[src/hsmh_pkg.sv]
// Shared types and constants for the halo shape/mass histogram.
// No dependencies; imported by every module of the block.
`timescale 1ns / 1ps
package hsmh_pkg;

  localparam int X_BINS = 128;
  localparam int Y_BINS = 128;

  localparam int MASS_W   = 50;
  localparam int RATIO_W  = 17;
  localparam int HUBBLE_W = 17;
  localparam int BIN_W    = 7;
  localparam int COUNT_W  = 32;
  localparam int TOTAL_W  = 40;
  localparam int LOG_W    = 21;   // log10 in Q.16, below 16 << 16
  localparam int ROOT_W   = 17;

  localparam int ADDR_W   = $clog2(X_BINS * Y_BINS);
  localparam int XQ_W     = $clog2(X_BINS) + 1;        // x quotient never exceeds X_BINS
  localparam int XCNT_W   = $clog2(XQ_W);
  localparam int DIV_W    = LOG_W + XQ_W + 1;
  localparam int CPROD_W  = LOG_W + 1 + 31;
  localparam int NUM_W    = 48;
  localparam int YQ_W     = 17;

  localparam logic [MASS_W-1:0] MASS_FLOOR = 50'd141200000000;
  localparam logic [30:0] LOG10_2_Q32 = 31'd1292913986;
  localparam logic [29:0] K007_Q32    = 30'd300647711;
  localparam int K068_Q16   = 44564;
  localparam int LOG_TWELVE = 12 * 65536;
  localparam int Y_HALF     = Y_BINS / 2;
  localparam int Y_NUM_K    = Y_HALF * 10;
  localparam int Y_OFS      = Y_HALF * 3 * 65536;
  localparam int Y_RECIP    = ((1 << 17) + 2) / 3;       // floor(x/3) for x below 2^17

  typedef enum logic [1:0] {
    CFG_MIN_MASS = 2'd0,
    CFG_MAX_MASS = 2'd1,
    CFG_HUBBLE   = 2'd2
  } cfg_idx_e;

  typedef enum logic {
    OP_ADD  = 1'b0,
    OP_READ = 1'b1
  } op_e;

  typedef struct packed {
    logic                op;
    logic [MASS_W-1:0]   halo_mass;
    logic [RATIO_W-1:0]  ratio_q;
    logic [RATIO_W-1:0]  ratio_s;
    logic [BIN_W-1:0]    read_x;
    logic [BIN_W-1:0]    read_y;
  } in_word_t;

  typedef struct packed {
    logic                accepted;
    logic [BIN_W-1:0]    bin_x;
    logic [BIN_W-1:0]    bin_y;
    logic [COUNT_W-1:0]  bin_count;
    logic [TOTAL_W-1:0]  total_count;
  } out_word_t;

  typedef struct packed {
    logic               rd_en;
    logic [ADDR_W-1:0]  rd_addr;
    logic               wr_en;
    logic [ADDR_W-1:0]  wr_addr;
    logic [COUNT_W-1:0] wr_data;
  } mem_req_t;

endpackage

[src/hsmh_log10.sv]
// Iterative log10 unit, Q.16 result: normalize, 16 squarings, scale.
// Depends on hsmh_pkg.
`timescale 1ns / 1ps
module hsmh_log10 (
  input  logic                       clk_i,
  input  logic                       rst_ni,
  input  logic                       start_i,
  input  logic [hsmh_pkg::MASS_W-1:0] x_i,
  output logic                       done_o,
  output logic [hsmh_pkg::LOG_W-1:0] log_o
);
  import hsmh_pkg::*;

  typedef enum logic [4:0] {
    L_IDLE = 5'b00001,
    L_NORM = 5'b00010,
    L_SQR  = 5'b00100,
    L_MUL  = 5'b01000,
    L_DONE = 5'b10000
  } lstate_e;

  lstate_e            state_q, state_d;
  logic [MASS_W-1:0]  xn_q, xn_d;
  logic [5:0]         z_q, z_d;
  logic [30:0]        y_q, y_d;
  logic [15:0]        frac_q, frac_d;
  logic [3:0]         step_q, step_d;
  logic               zero_q, zero_d;
  logic [LOG_W-1:0]   log_q, log_d;

  logic [5:0]   amt, shr, e;
  logic         top_zero;
  logic [MASS_W-1:0] xn_next;
  logic [61:0]  sq;
  logic [31:0]  ysq;
  logic [52:0]  prod;

  always_comb begin
    amt      = 6'd32 >> step_q[2:0];
    shr      = 6'(MASS_W) - amt;
    top_zero = (xn_q >> shr) == '0;
    xn_next  = top_zero ? (xn_q << amt) : xn_q;
    sq       = 62'(y_q) * 62'(y_q);
    ysq      = sq[61:30];
    e        = 6'(MASS_W - 1) - z_q;
    prod     = 53'({e, frac_q}) * 53'(LOG10_2_Q32);
  end

  always_comb begin
    state_d = state_q;
    xn_d    = xn_q;
    z_d     = z_q;
    y_d     = y_q;
    frac_d  = frac_q;
    step_d  = step_q;
    zero_d  = zero_q;
    log_d   = log_q;
    unique case (state_q)
      L_IDLE, L_DONE: begin
        if (start_i) begin
          xn_d    = x_i;
          zero_d  = (x_i == '0);
          z_d     = '0;
          step_d  = '0;
          frac_d  = '0;
          state_d = L_NORM;
        end else begin
          state_d = L_IDLE;
        end
      end
      L_NORM: begin
        xn_d   = xn_next;
        z_d    = top_zero ? z_q + amt : z_q;
        step_d = step_q + 4'd1;
        if (step_q == 4'd5) begin
          y_d     = xn_next[MASS_W-1:MASS_W-31];
          step_d  = '0;
          state_d = L_SQR;
        end
      end
      L_SQR: begin
        y_d    = ysq[31] ? ysq[31:1] : ysq[30:0];
        frac_d = {frac_q[14:0], ysq[31]};
        step_d = step_q + 4'd1;
        if (step_q == 4'd15) state_d = L_MUL;
      end
      L_MUL: begin
        log_d   = zero_q ? '0 : prod[52:32];
        state_d = L_DONE;
      end
      default: state_d = L_IDLE;
    endcase
  end

  always_ff @(posedge clk_i or negedge rst_ni) begin
    if (!rst_ni) begin
      state_q <= L_IDLE;
    end else begin
      state_q <= state_d;
    end
  end

  always_ff @(posedge clk_i) begin
    xn_q   <= xn_d;
    z_q    <= z_d;
    y_q    <= y_d;
    frac_q <= frac_d;
    step_q <= step_d;
    zero_q <= zero_d;
    log_q  <= log_d;
  end

  assign done_o = (state_q == L_DONE);
  assign log_o  = log_q;

endmodule

[config.mk]
export PLATFORM = sky130hd
export DESIGN_NAME = hsmh_log10
export DESIGN_NICKNAME = d
export VERILOG_FILES = /design/src/hsmh_pkg.sv /design/src/hsmh_log10.sv
export SDC_FILE = /design/constraint.sdc
export NUM_CORES = 2
export LEC_CHECK = 0
export BUFFER_PORTS_ARGS = -buffer_cell sky130_fd_sc_hd__buf_4
export CAP_MARGIN = 20
export CORE_AREA = 2 2 260 326
export DETAILED_ROUTE_END_ITERATION = 10
export DIE_AREA = 0 0 262 328
export PLACE_DENSITY = 0.71
export RECOVER_POWER = 25
export SLEW_MARGIN = 10
export SYNTH_ARGS = -nofsm -noshare
export SYNTH_HDL_FRONTEND = slang
export SYNTH_SLANG_ARGS = --single-unit
[constraint.sdc]
create_clock -name clk_i -period 20.4 [get_ports clk_i]
set_input_delay 5.1 -clock clk_i [delete_from_list [all_inputs] [get_ports clk_i]]
set_output_delay 5.1 -clock clk_i [all_outputs]
set_load 0.02 [all_outputs]
* Word level (Yosys, flattened, before mapping)
Index checks and enable logic that the tools add are counted.
** Word-level totals
- Output and inout bits :: 22
- Logic and storage cells :: 61
- Bits in registers :: 134
** Cells by class
- Shifts and indexed selects :: 3
- Multiplexer cells :: 18
- Add/subtract/negate cells :: 4
- Multiply operators :: 2
- Equality and inequality tests :: 11
- Reductions and logical operators :: 14
** Operators with widths (count)
- 50-bit zero test :: 2
- 50-bit 2-to-1 mux :: 2
- 50-bit case mux with 2 select lines :: 1
- 31-bit by 31-bit multiplier with 62-bit output :: 1
- 31-bit 2-to-1 mux :: 2
- 31-bit case mux with 2 select lines :: 1
- 22-bit by 30-bit multiplier with 52-bit output, second input constant :: 1
- 50-bit by 6-bit << shifter with 50-bit output :: 1
- 50-bit by 6-bit >> shifter with 50-bit output :: 1
- 16-bit case mux with 2 select lines :: 1
- 5-bit case mux with 4 select lines :: 1
- 16-bit 2-to-1 mux :: 1
- 6-bit 2-to-1 mux :: 2
- 4-bit case mux with 3 select lines :: 1
- 6-bit case mux with 2 select lines :: 1
- 2-bit AND reduction :: 6
- 6-bit subtractor, first input constant :: 2
- 5-bit 2-to-1 mux :: 2
- 4-bit 2-to-1 mux :: 2
- 2-bit inequality test, second input constant :: 4
- 6-bit adder :: 1
- 2-bit nonzero test :: 3
- 6-bit by 3-bit >> shifter with 6-bit output, first input constant :: 1
- 5-bit by 1-bit equality test with 1-bit output, second input constant :: 1
- 11 further kinds :: 11

* Longest topological paths before layout
- Word-level depth :: 7
- Gate-level depth with buffers :: 32
- Gate-level depth less buffers :: 27

* Least setup slack after synthesis
Ideal clock, no wire load.
- Path type :: reg2reg
- Start point :: register y_q[4]
- End point :: register y_q[6] (data pin)
- Stages on the path, launching flop included :: 29
- Data required time :: 20.140 ns
- Library setup time :: 0.260 ns
- Buffers on the path :: 3
- Clock period less this slack :: 8.358 ns
- Path slack :: 12.042 ns
- Data arrival time :: 8.099 ns
- Cell sequence :: edfxtp_1 > clkbuf_1 > clkbuf_1 > nand2_1 > fa_1 > inv_1 > fa_1 > fa_1 > inv_1 > fa_1 > inv_1 > fa_1 > fa_1 > fa_1 > inv_1 > fa_1 > inv_1 > ha_1 > a211o_1 > o32a_1 > o41ai_1 > o211ai_1 > o21ai_1 > o221ai_1 > o41ai_2 > xor2_1 > buf_4 > mux2_2 > mux2_2
** Between the ends
- Cells in the longest elaborated chain, start to end :: 3
** RTL lines
- from (decl) :: RTL line hsmh_log10.sv:25 : logic [30:0] y_q, y_d;
- from (signal assigned) :: RTL line hsmh_log10.sv:106 : y_q <= y_d;
- 31-bit by 31-bit multiplier with 62-bit output :: RTL line hsmh_log10.sv:43 : sq = 62'(y_q) * 62'(y_q);
- 31-bit 2-to-1 mux :: RTL line hsmh_log10.sv:82 : y_d = ysq[31] ? ysq[31:1] : ysq[30:0];
- 31-bit case mux with 2 select lines :: RTL line hsmh_log10.sv:58 : unique case (state_q)
- via y_d[6] :: RTL line hsmh_log10.sv:25
The timed path passes the listed nets, and every way through them passes these cells.
A chain may end at the register's enable or synchronous reset.

* Final worst setup path
- Start point :: register y_q[15]
- End point :: register y_q[8] (data pin)
The elaborated chain is that of the path after synthesis.

==> impl_metrics.toml <==
[finish]
fillers = 7346
area_growth_pct = 4.747
multiInputGateArea_mm2 = 0.03593
drive_above_1_share_pct = 5.254
ff_latch_area_mm2 = 0.004000
finalNetCount = 6205

[placement]
dp.final_hpwl_um = 95790
gp_congestion = 1.001
place.port_buffers = 74

[floorplanning]
initial_core_util_pct = 54.52
rows = 118
pin_count = 75
die_y_um = 328
coreArea_mm2 = 0.08268
die_width_um = 262
die_area_mm2 = 0.08594

[synth]
synthCells = 4797
seq_area_frac_synth_pct = 8.874
async_flop_share_pct = 3.731
ys_ff_latch = 134
synth_area_leader_cell = "fa_1"
synth-edff-count = 129
postSynthAreaPerCell_um2 = 9.396
yosys_warnings = 0
ys.flop_type = "edfxtp_1"
synth.most_common_cell = "inv_1"
synthesis.area_mm2 = 0.04507
synth_common_cells = "inv_1 (1153), fa_1 (884), ha_1 (523), nand2_1 (453), and2_1 (202)"
syn_nets = 6257
synth.top_cell.area_share_pct = 39.26
yosys.cell_types.count = 86
synth.area.top_cells = "fa_1 (39%), ha_1 (15%), inv_1 (9.6%), edfxtp_1 (8.6%), nand2_1 (3.8%)"

[detailed_routing]
dr.pass1.iters = 6
drt-total-wl_um = 121600
drt_iter0_markers = 2289
routedWlPerCell_um = 20.83
vias = 33428
postRouteAntennaNets = 0
drcViolationCount = 0
via_per_inst = 5.725

[grt]
use_met2_pct = 52.15
grt_pass1_wl_um = 196800
grt_pass1_vias = 36474
gr-total-overflow = 0
use_met3_pct = 3.843
globalRoute.busiestLayer = "met2"
antenna_found_initial = 2
grt_usage_pct = 29.78
grt_util_met1_pct = 36.01
grt_max_degree = 82

[cts]
path_clk_slew_ns = 0.06
numClockSinks = 134
insertion_delay_ns = 0.47
post_cts_buffers = 0
htree_levels = 4
cts_tree = "built"
cts_resized = 0
numCtsBuffers = 17
cts_root_buf = "clkbuf_16"
clockBufferDepth = 2
ctsHoldBuffers = 0

[critical_path]
end_kind = "register"
rrSetupSlack_ns = 9.75
worst-setup-path-type = "register to register"
crit_fanout = 30
start_kind = "register"
cp.required_ns = 20.61
cp.arrival_ns = 10.86

[timing]
setup_viol = 0
fin_hold_ws_ns = 0.6568
tightest_slew_ns = 2.485
finClkSkew_ns = 0.01344
setup-tns-final_ns = 0
hold_viol_final = 0
timing.fmax_mhz = 93.89
period_needed_ns = 10.65
post-route-period-util_pct = 52.21
max_slew_margin_pct = -66.07
maxSlewViolCount = 220
rsz0062_at_grt = "false"

[status]
status = "finished, violations left"
violations = "max-capacitance violations, max-slew violations"

[run]
cap_violations = 5

[worst_hold_path]
hold_path.class = "register to register"
==> final cells by class <==
cell class	instances	area share, %
timing repair buffer	131	2.094
multi-input combinational	3304	76.09
tap	1080	2.862
inverter	1157	9.198
sequential	134	8.472
clock buffer	18	0.9090
antenna	1	0.005300
clock inverter	14	0.3657
==> flip-flops by register name (all words and copies together) (netlist names) <==
name / count
xn_q: 50
y_q: 31
log_o: 21
frac_q: 16
z_q: 6
state_q: 5
step_q: 4
zero_q: 1
==> metrics by stage <==
stage,area (µm²),std cells,setup slack [ns],utilization [%]
detailed placement,46600,5805,9.932,56.37
floorplan,45070,4797,12.04,-
CTS,47210,5837,9.915,57.10
global route,47210,5838,9.320,57.10
global placement,46600,5805,10.04,56.37
finish,47210,5839,9.749,57.11
==> cell usage in the layout, fill, tap and decap left out, types with 18 or more instances in the layout <==
cell type / instances
nor4_1: 18
o21ai_0: 78
inv_1: 1152
nand3_1: 43
fa_1: 884
mux2_2: 37
a21oi_1: 154
edfxtp_1: 129
nor2b_1: 21
buf_4: 126
and2_1: 198
xnor2_1: 47
xor2_1: 32
nand2_1: 453
nor2_1: 161
nor3_1: 42
a21o_1: 56
a31oi_1: 31
and3_1: 35
o211ai_1: 19
a211oi_1: 69
ha_1: 523
mux2i_1: 152
==> cell families after synthesis <==
logic type,share of synthesized area [%]
AOI/OAI and AO/OA,8.117
xor gates and xnor gates,1.554
adders and majority gates,53.78
buffers and inverters,11.47
DFF,8.874
muxes,4.999
and+or+nand+nor,11.21
==> path summary, 6_finish.rpt <==
path | startpoint | to | cells past startpoint
max | y_q[15] | y_q[8] | 24
min | step_q[0] | step_q[0] | 1
max reg2reg | y_q[15] | y_q[8] | 24
min reg2reg | step_q[0] | step_q[0] | 1
max in group asynchronous | rst_ni | state_q[0] | 1
min in group asynchronous | rst_ni | state_q[1] | 1
==> worst max-delay path: stages (launching register included) <==
cell,delay [ns]
edfxtp_1,0.32
buf_4,0.34
clkinv_1,0.47
nor2_1,0.49
fa_1,0.52
fa_1,0.54
inv_1,0.05
fa_1,0.45
fa_1,0.55
inv_1,0.06
fa_1,0.44
fa_1,0.43
fa_1,0.55
fa_1,0.43
ha_1,0.38
a21oi_1,0.29
o21ai_0,0.32
a211oi_1,0.63
a31oi_1,0.34
o21ai_1,0.32
o221ai_1,0.26
o41ai_2,0.62
xor2_4,0.86
mux2_2,0.43
mux2_2,0.26
==> layer usage <==
layer / vias to the layer above / part of all wire (%) / wire length (µm)
li1: 15021 / - / -
met1: 16787 / 37 / 45470
met2: 1250 / 51 / 61560
met3: 368 / 6.1 / 7423
met4: 2 / 5.9 / 7164
met5: - / 0.012 / 14
Power is left out: the tool's default activity adds up to more than one toggle a clock period on the data nets, which glitch-free logic cannot reach.
