==> config.mk <==
export PLATFORM = sky130hd
export DESIGN_NAME = hsmh_isqrt
export DESIGN_NICKNAME = d
export VERILOG_FILES = /design/src/hsmh_pkg.sv /design/src/hsmh_isqrt.sv
export SDC_FILE = /design/constraint.sdc
export NUM_CORES = 1
export LEC_CHECK = 0
export BUFFER_PORTS_ARGS = -buffer_cell sky130_fd_sc_hd__buf_2
export CAP_MARGIN = 20
export CORE_MARGIN = 2
export CORE_UTILIZATION = 69
export CTS_CLUSTER_DIAMETER = 50
export DETAILED_ROUTE_END_ITERATION = 10
export GPL_TIMING_DRIVEN = 0
export PLACE_DENSITY = 0.93
export SLEW_MARGIN = 30
export SYNTH_ARGS = -nofsm -noshare
export SYNTH_HDL_FRONTEND = slang
export SYNTH_SLANG_ARGS = --single-unit
==> constraint.sdc <==
create_clock -name clk_i -period 16 [get_ports clk_i]
set_clock_uncertainty 0.2 [all_clocks]
set_input_delay 2.4 -clock clk_i [delete_from_list [all_inputs] [get_ports clk_i]]
set_output_delay 2.4 -clock clk_i [all_outputs]
set_load 0.05 [all_outputs]
==> src/hsmh_pkg.sv <==
// Shared types and constants for the halo shape/mass histogram.
// No dependencies; imported by every module of the block.
`timescale 1ns / 1ps
package hsmh_pkg;

  localparam int X_BINS = 128;
  localparam int Y_BINS = 128;

  localparam int MASS_W   = 50;
  localparam int RATIO_W  = 17;
  localparam int HUBBLE_W = 17;
  localparam int BIN_W    = 7;
  localparam int COUNT_W  = 32;
  localparam int TOTAL_W  = 40;
  localparam int LOG_W    = 21;   // log10 in Q.16, below 16 << 16
  localparam int ROOT_W   = 17;

  localparam int ADDR_W   = $clog2(X_BINS * Y_BINS);
  localparam int XQ_W     = $clog2(X_BINS) + 1;        // x quotient never exceeds X_BINS
  localparam int XCNT_W   = $clog2(XQ_W);
  localparam int DIV_W    = LOG_W + XQ_W + 1;
  localparam int CPROD_W  = LOG_W + 1 + 31;
  localparam int NUM_W    = 48;
  localparam int YQ_W     = 17;

  localparam logic [MASS_W-1:0] MASS_FLOOR = 50'd141200000000;
  localparam logic [30:0] LOG10_2_Q32 = 31'd1292913986;
  localparam logic [29:0] K007_Q32    = 30'd300647711;
  localparam int K068_Q16   = 44564;
  localparam int LOG_TWELVE = 12 * 65536;
  localparam int Y_HALF     = Y_BINS / 2;
  localparam int Y_NUM_K    = Y_HALF * 10;
  localparam int Y_OFS      = Y_HALF * 3 * 65536;
  localparam int Y_RECIP    = ((1 << 17) + 2) / 3;       // floor(x/3) for x below 2^17

  typedef enum logic [1:0] {
    CFG_MIN_MASS = 2'd0,
    CFG_MAX_MASS = 2'd1,
    CFG_HUBBLE   = 2'd2
  } cfg_idx_e;

  typedef enum logic {
    OP_ADD  = 1'b0,
    OP_READ = 1'b1
  } op_e;

  typedef struct packed {
    logic                op;
    logic [MASS_W-1:0]   halo_mass;
    logic [RATIO_W-1:0]  ratio_q;
    logic [RATIO_W-1:0]  ratio_s;
    logic [BIN_W-1:0]    read_x;
    logic [BIN_W-1:0]    read_y;
  } in_word_t;

  typedef struct packed {
    logic                accepted;
    logic [BIN_W-1:0]    bin_x;
    logic [BIN_W-1:0]    bin_y;
    logic [COUNT_W-1:0]  bin_count;
    logic [TOTAL_W-1:0]  total_count;
  } out_word_t;

  typedef struct packed {
    logic               rd_en;
    logic [ADDR_W-1:0]  rd_addr;
    logic               wr_en;
    logic [ADDR_W-1:0]  wr_addr;
    logic [COUNT_W-1:0] wr_data;
  } mem_req_t;

endpackage

==> src/hsmh_isqrt.sv <==
// Bit-serial integer square root of the q*s product, one result bit per cycle.
// Depends on hsmh_pkg.
`timescale 1ns / 1ps
module hsmh_isqrt (
  input  logic                         clk_i,
  input  logic                         rst_ni,
  input  logic                         start_i,
  input  logic [hsmh_pkg::RATIO_W-1:0] q_i,
  input  logic [hsmh_pkg::RATIO_W-1:0] s_i,
  output logic                         done_o,
  output logic [hsmh_pkg::ROOT_W-1:0]  root_o
);
  import hsmh_pkg::*;

  typedef enum logic [2:0] {
    R_IDLE = 3'b001,
    R_RUN  = 3'b010,
    R_DONE = 3'b100
  } rstate_e;

  rstate_e     state_q, state_d;
  logic [33:0] rem_q, rem_d;
  logic [34:0] r_q, r_d;
  logic [4:0]  k_q, k_d;

  logic [34:0] bitv, tmp;
  logic        ge;

  always_comb begin
    bitv = 35'(1) << {k_q, 1'b0};
    tmp  = r_q + bitv;
    ge   = {1'b0, rem_q} >= tmp;
  end

  always_comb begin
    state_d = state_q;
    rem_d   = rem_q;
    r_d     = r_q;
    k_d     = k_q;
    unique case (state_q)
      R_IDLE, R_DONE: begin
        if (start_i) begin
          rem_d   = 34'(q_i) * 34'(s_i);
          r_d     = '0;
          k_d     = 5'd16;
          state_d = R_RUN;
        end
      end
      R_RUN: begin
        if (ge) begin
          rem_d = 34'({1'b0, rem_q} - tmp);
          r_d   = (r_q >> 1) + bitv;
        end else begin
          r_d   = r_q >> 1;
        end
        k_d = k_q - 5'd1;
        if (k_q == '0) state_d = R_DONE;
      end
      default: state_d = R_IDLE;
    endcase
  end

  always_ff @(posedge clk_i or negedge rst_ni) begin
    if (!rst_ni) begin
      state_q <= R_IDLE;
    end else begin
      state_q <= state_d;
    end
  end

  always_ff @(posedge clk_i) begin
    rem_q <= rem_d;
    r_q   <= r_d;
    k_q   <= k_d;
  end

  assign done_o = (state_q == R_DONE);
  assign root_o = r_q[ROOT_W-1:0];

endmodule

Yosys cells after proc, flatten, opt, wreduce, memory -nomap -nowiden:

Index checks and enable logic that the tools add are counted.

* register bits after elaboration: 77
* output and inout bits: 18
* word-level logic and storage cells: 34

* $add $sub $neg: 4
* multiply operators: 1
* order comparisons: 1
* eq/ne operators: 6
* shifts and indexed selects: 1
* muxes and demuxes: 11
* reduce and logical (&&, ||, !) cells: 6

Operators with widths (count)
* $mux 35: 2
* $pmux 35 s2: 1
* $mux 34: 2
* $pmux 34 s2: 1
* $add 34x35->35: 1
* $add 35x35->35: 1
* $ge 34x35->1: 1
* $shl 1x6->35 const A: 1
* $mul 17x17->34: 1
* $sub 34x34->34: 1
* $pmux 5 s2: 1
* $mux 3: 2
* $ne 2x2->1 const B: 3
* $pmux 3 s2: 1
* $logic_not 5->1: 1
* $mux 5: 1
* $sub 5x1->5 const B: 1
* $reduce_and 2->1: 2
* $eq 3x1->1 const B: 1
* $eq 3x2->1 const B: 1
* $eq 3x3->1 const B: 1
* $reduce_and 3->1: 1
* $reduce_bool 2->1: 1
* $reduce_or 2->1: 1

Logic depth before layout (Yosys ltp):

Gate-level depths: netlist (run 1).

* depth after elaboration: 5
* depth in mapped cells: 27
* depth with buffers taken out: 24

Worst setup path before layout (run 1):

OpenSTA, ideal clock, no wires.

* kind: input to register
* from: input port s_i[10] (netlist bit)
* to: register rem_q[31] (data pin)
* arrival: 8.346 ns
* setup slack: 7.184 ns
* stages on the path: 23
* path buffers: 2
* cells stage by stage: clkbuf_1 > clkbuf_1 > nand2_1 > fa_1 > inv_1 > fa_1 > inv_1 > fa_1 > inv_1 > fa_1 > fa_1 > inv_1 > fa_1 > inv_1 > ha_1 > or2_2 > a2111oi_0 > nor3_1 > a311oi_2 > o21ai_1 > o41ai_2 > mux2i_1 > o211ai_1

* cells in the longest elaborated chain, start to end: 3

RTL lines
* from (decl): line hsmh_isqrt.sv:9 `input logic [hsmh_pkg::RATIO_W-1:0] s_i,`
* $mul 17x17->34: line hsmh_isqrt.sv:43 `rem_d = 34'(q_i) * 34'(s_i);`
* $mux 34: line hsmh_isqrt.sv:42 `if (start_i) begin`
* $pmux 34 s2: line hsmh_isqrt.sv:40 `unique case (state_q)`
* via rem_d[31]: line hsmh_isqrt.sv:22 `logic [33:0] rem_q, rem_d;`
* to (signal assigned): line hsmh_isqrt.sv:72 `rem_q <= rem_d;`
* to (decl): line hsmh_isqrt.sv:22

The timed path passes the listed nets, and every way through them passes these cells. The select of a mux whose other input is x is not followed.
A chain may end at the register's enable or synchronous reset.

Worst setup path in the final report (run 1):

* from: input port s_i[9] (netlist bit)
* to: register rem_q[31] (data pin)

Same word-level chain as after synthesis.

==> results_dict.tcl, run 1 <==
set metrics [dict create \
    status "finished, final reports clean" \
    worstSetupPathType "input port to flip-flop" \
    min_from "state_q[0]$_DFFE_PN1P_" \
    die_h_um 161 \
    antenna_cells 0 \
    ys_top_cells_by_count "inv_1, nand2_1, fa_1" \
    setup_viol 0 \
    synthSimpleGateAreaFrac 0.173 \
    cts_buffers 9 \
    synth.cell_area_um2 16900 \
    grt_max_degree 26 \
    drv_slew 0 \
    ff2ff_path_depth 24 \
    ys.flop_type "edfxtp_1" \
    hold_ws_ns 0.326 \
    yosysMostFrequentCell "inv_1" \
    crit_path_start_kind "input port" \
    synth_cell_types 71 \
    dieArea_um2 25800 \
    final_area_um2 18000 \
    grt_pass1_wl_mm 75.6 \
    vias 14635 \
    syn_avg_cell_area_um2 8.65 \
    synthCells 1959 \
    hold_viol 0 \
    async_flop_share 0.0390 \
    synthXorXnorAreaFrac 0.0548 \
    ys_warn_count 0 \
    yosys-top-cells-area "fa_1, ha_1, edfxtp_1" \
    post-route-period-util 0.595 \
    overflow 0 \
    min_path_cells 1 \
    crit_required_ns 15.87 \
    drtIter0Drc 1441 \
    max-slew-margin-rel 0.393 \
    ios 55 \
    nFillCells 1707 \
    min_to "state_q[2]$_DFFE_PN0P_" \
    hold_buffers 0 \
    period_minus_slack_ns 9.53 \
    synth_top_family_by_area "adder cells" \
    r2r-start "k_q[1]$_SDFFCE_PN0P_" \
    drc 0 \
    tns_ns 0 \
    cp_data_arrival_time_ns 9.40 \
    yosys.area.top_type "fa_1" \
    yosys.area.top_type_share 0.266 \
    postRouteAntennaNets 0 \
    rsz0062_at_grt "no" \
    drt-vias-per-instance 6.23 \
    wl_per_cell_um 19.7 \
    cts.path.max_buffers 2 \
    rows 57 \
    grt_pass1_vias 15219 \
    place_area_um2 17600 \
    crit_fanout 10 \
    synth-compound-area-share 0.140 \
    tritoncts "yes" \
    ys_seq_area_frac 0.136 \
    die_w_um 161 \
    dp_worst_setup_slack_ns 6.28 \
    ctsResizeCount 0 \
    nets 2466 \
    drive_gt1_frac 0.0568 \
    fmax_mhz 105 \
    cts_setup_buffers 0 \
    core-area_um2 24200 \
    setup_ws_ns 6.47 \
    synth_fp_nets 2404 \
    synth-edff-count 74 \
    initial_core_util 0.699 \
    area_growth_pct 6.02 \
    drv_cap 0 \
    antenna_found_initial 0 \
    htreeDepth 3 \
    synthAdderAreaFrac 0.401 \
    crit_start "s_i[9]" \
    drtPass1Iterations 6 \
    clock_latency_ns 0.35 \
    io_buffers 49 \
    r2r_end "rem_q[12]$_DFFE_PP_" \
    synthMuxAreaShare 0.00295 \
    wl_mm 46.2 \
    ys_ff_latch 77 \
    place_hpwl_mm 37.6 \
    end_kind "flip-flop" \
    cts-root-buf "clkbuf_16" \
    clock_sinks 77 \
    clk_pin_slew_ns 0.07 \
    worst_pin_slew_ns 0.908 \
    min_path_type "flip-flop to flip-flop" \
    r2r_slack_ns 8.34 \
    gr-usage-all-layers 0.369 \
    place.gp.congestion 0.997 \
]
[metal layers]
layer | routed length (um) | track usage
met4 | 2640 | 0.182
met5 | 0 | 0
met3 | 3820 | 0.0622
met2 | 22400 | 0.649
met1 | 17300 | 0.439
[through the flow]
| stage | util | cells |
|---|---|---|
| after global routing | 0.741 | 2350 |
| after CTS | 0.741 | 2350 |
| after global placement | 0.726 | 2332 |
| after floorplan | - | 1959 |
| after detailed placement | 0.728 | 2334 |
| final | 0.741 | 2350 |
[layout make-up]
type | instances | area (um2) | area share
repair buffers | 51 | 280 | 0.0156
multi-input cells | 1488 | 13100 | 0.729
clock inverters | 6 | 87.6 | 0.00488
well taps | 324 | 405 | 0.0226
clock buffers | 10 | 229 | 0.0127
inverters | 307 | 1150 | 0.0642
flip-flops and latches | 77 | 2300 | 0.128
plain buffers | 87 | 408 | 0.0227
[registers in the layout, summed over array words and instances, names as in the netlist]
signal,cells
r_q,35
state_q,3
k_q,5
rem_q,34
[logic make-up (layout without fill, tap and decap cells)]
kind of cell | count (synthesis) | count (layout)
compound gates | 369 | 369
flops | 77 | 77
xor+xnor | 106 | 106
buf+inv | 394 | 461
mux | 5 | 5
simple gates | 600 | 600
fa+ha+maj | 408 | 408
[worst max path at each step]
| stage | end | slack [ns] | cells after the start |
|---|---|---|---|
| after global placement | rem_q[31]$_DFFE_PP_ | 6.44 | 23 |
| final | rem_q[31]$_DFFE_PP_ | 6.47 | 23 |
| after floorplan | rem_q[31]$_DFFE_PP_ | 7.18 | 23 |
| after global routing | rem_q[31]$_DFFE_PP_ | 6.15 | 24 |
| after detailed placement | rem_q[31]$_DFFE_PP_ | 6.28 | 23 |
| after CTS | rem_q[31]$_DFFE_PP_ | 6.61 | 23 |
[cell usage in the layout, fill, tap and decap left out, types with 17 or more instances in the layout]
cell      count
buf_2        57
edfxtp_1     74
buf_4        17
nor3_1       23
nand3_1      23
a31oi_1      31
and2_1      130
a21oi_1     108
nand2_1     247
clkbuf_1     62
a211oi_1     26
a21o_1       21
o21ai_0      66
and3_1       21
inv_1       307
nor2_1       73
ha_1        183
xor2_1       52
fa_1        225
xnor2_1      54
[critical path: stages]
cell and delay [ns]:
clkbuf_1 0.44, clkbuf_1 0.49, nand2_1 0.16, fa_1 0.53
inv_1 0.05, fa_1 0.53, inv_1 0.06, fa_1 0.48
inv_1 0.06, fa_1 0.51, fa_1 0.56, inv_1 0.06
fa_1 0.52, inv_1 0.04, ha_1 0.22, or2_2 0.32
a2111oi_0 0.39, nor3_1 0.23, a311oi_2 0.45, o21ai_1 0.22
o41ai_2 0.31, mux2i_1 0.24, o211ai_1 0.10
Power of run 1 is left out: the tool's default activity adds up to more than one toggle a clock period on the data nets, which glitch-free logic cannot reach.
==> inputs of run 2 (changes only) <==
Settings changed: ABC_AREA set to 1, CORE_UTILIZATION 69 to 60, PLACE_DENSITY 0.93 to 0.86.
Clock period 16 ns to 8.4 ns, I/O delays scaled along.
==> run 2 against run 1 <==
- via count rose by 25%
- worst setup slack got worse by 6.2 ns
- first-iteration DRC count rose by 42%
- largest cell class unchanged
==> results_dict.tcl, run 2 <==
set metrics [dict create \
    yosysMostFrequentCell "nand2_1" \
    top_register "r_q" \
    crit_required_ns 8.31 \
    yosys.area.top_type_share 0.237 \
    reg.largest.list "r_q: 35 flops, rem_q: 34 flops, k_q: 5 flops" \
    syn_avg_cell_area_um2 6.97 \
    ys.flop_type "edfxtp_1" \
    place.gp.congestion 0.954 \
    cp_data_arrival_time_ns 8.02 \
    drive_gt1_frac 0.0373 \
    initial_core_util 0.606 \
    crit_fanout 10 \
    max-slew-margin-rel 0.349 \
    dieArea_um2 33100 \
    fmax_mhz 123 \
    crit_path_start_kind "input port" \
    drc 0 \
    placedCellCount 3151 \
    worst_pin_slew_ns 0.977 \
    grt_max_degree 42 \
    status "finished, final reports clean" \
    synthCells 2729 \
    ys_ff_latch 77 \
    synth_cell_types 52 \
    die_h_um 182 \
    core-area_um2 31400 \
    async_flop_share 0.0390 \
    largest_reg_flops 35 \
    clock_sinks 77 \
    worstSetupPathType "input port to flip-flop" \
    cts_buffers 9 \
    htreeDepth 3 \
    hold_viol 0 \
    area_growth_pct 4.90 \
    min_path_type "flip-flop to flip-flop" \
    synth-edff-count 74 \
    vias 18268 \
    tns_ns 0 \
    ys_seq_area_frac 0.121 \
    place_hpwl_mm 49.0 \
    cts.path.max_buffers 2 \
    rows 65 \
    overflow 0 \
    rsz0062_at_grt "no" \
    cts-root-buf "clkbuf_16" \
    yosys.area.top_type "fa_1" \
    antenna_cells 0 \
    post-route-period-util 0.966 \
    ys_top_cells_by_count "nand2_1, inv_1, fa_1" \
    clock_latency_ns 0.37 \
    drtPass1Iterations 6 \
    period_minus_slack_ns 8.11 \
    wl_mm 58.8 \
    fin_cells 3167 \
    ios 55 \
    hold_ws_ns 0.338 \
    drtIter0Drc 2042 \
    yosys-top-cells-area "fa_1, nand2_1, inv_1" \
    setup_viol 0 \
    postRouteAntennaNets 0 \
    nets 3205 \
    final_cell_mix "nand2_1, inv_1, fa_1" \
    drv_slew 0 \
    gr-usage-all-layers 0.366 \
    drt-vias-per-instance 5.77 \
    drv_cap 0 \
    cts_setup_buffers 0 \
    synth_fp_nets 3174 \
    layout.cells.most_common "nand2_1" \
    synth.cell_area_um2 19000 \
    ys_warn_count 0 \
    antenna_found_initial 0 \
    io_buffers 20 \
    wl_per_cell_um 18.6 \
    clk_pin_slew_ns 0.07 \
    die_w_um 182 \
    tritoncts "yes" \
    end_kind "flip-flop" \
    grt_pass1_vias 18024 \
    grt_pass1_wl_mm 94.1 \
]
## run 2: cell types whose count changed after synthesis, moves of 20 or more
cell | before | now
nand2_1 | 247 | 732
inv_1 | 307 | 615
and2_1 | 130 | 2
nor2_1 | 73 | 181
nand3_1 | 23 | 114
o21ai_0 | 66 | 131
xnor2_1 | 54 | 26
a31oi_1 | 31 | 6
a21oi_1 | 108 | 132
a211oi_1 | 26 | 3
and3_1 | 21 | 0
clkbuf_1 | 61 | 81
## run 2: critical path: stages
cell,delay [ns]
clkbuf_1,0.50
clkbuf_1,0.51
nand2_1,0.15
fa_1,0.52
fa_1,0.54
inv_1,0.05
fa_1,0.52
fa_1,0.52
fa_1,0.54
inv_1,0.06
fa_1,0.53
inv_1,0.04
ha_1,0.39
a21oi_1,0.42
o21ai_0,0.28
a21oi_1,0.17
o21ai_0,0.26
nand2_1,0.13
nand2_1,0.09
nand2_1,0.08
nand2_1,0.06
o21ai_0,0.30
nand2_1,0.08
## run 2: metrics by stage
stage               setup slack, ns  utilization  area, um2
floorplan                      1.44            -      19000
global placement             0.0309        0.625      19600
detailed placement          0.00488        0.625      19600
CTS                           0.395        0.635      19900
global route                 0.0179        0.635      19900
finish                        0.290        0.635      19900
## run 2: area by class of cell
cell class | count | area [um2]
multi-input combinational | 1927 | 13900
fill | 2872 | 11500
inverter | 618 | 2320
sequential | 77 | 2300
buffer | 107 | 515
tap | 402 | 503
clock buffer | 9 | 225
timing repair buffer | 20 | 100
clock inverter | 7 | 88.8
## run 2: logic make-up after synthesis
logic type      count (synthesis)  share of synthesized area
simple gates                 1106                      0.240
xor+xnor                       77                     0.0355
fa+ha+maj                     408                      0.357
flops                          77                      0.121
compound gates                336                     0.0978
buf+inv                       725                      0.149
## run 2: what timing repair did
action | 4_1_cts | 5_1_grt
hold endpoints to repair | 0 | 0
gates resized for setup | 0 | 12
hold buffers | 0 | 0
setup endpoints to repair | 0 | 2
## run 2: worst paths after layout
check / from / to / slack [ns] / depth (start not counted)
min: state_q[0]$_DFFE_PN1P_ / state_q[0]$_DFFE_PN1P_ / 0.34 / 2
max reg2reg: k_q[0]$_SDFFCE_PN0P_ / rem_q[19]$_DFFE_PP_ / 1.91 / 29
max in group asynchronous: rst_ni / state_q[0]$_DFFE_PN1P_ / 7.33 / 1
min in group asynchronous: rst_ni / state_q[2]$_DFFE_PN0P_ / 0.47 / 1
max: q_i[1] / rem_q[25]$_DFFE_PP_ / 0.29 / 23
min reg2reg: state_q[0]$_DFFE_PN1P_ / state_q[0]$_DFFE_PN1P_ / 0.34 / 2
## run 2: routing by layer
metal,global-route usage,share of wire
met5,0,0
met4,0.113,0.032
met3,0.0808,0.12
met2,0.579,0.44
met1,0.504,0.41
Power of run 2 is left out for the same reason.
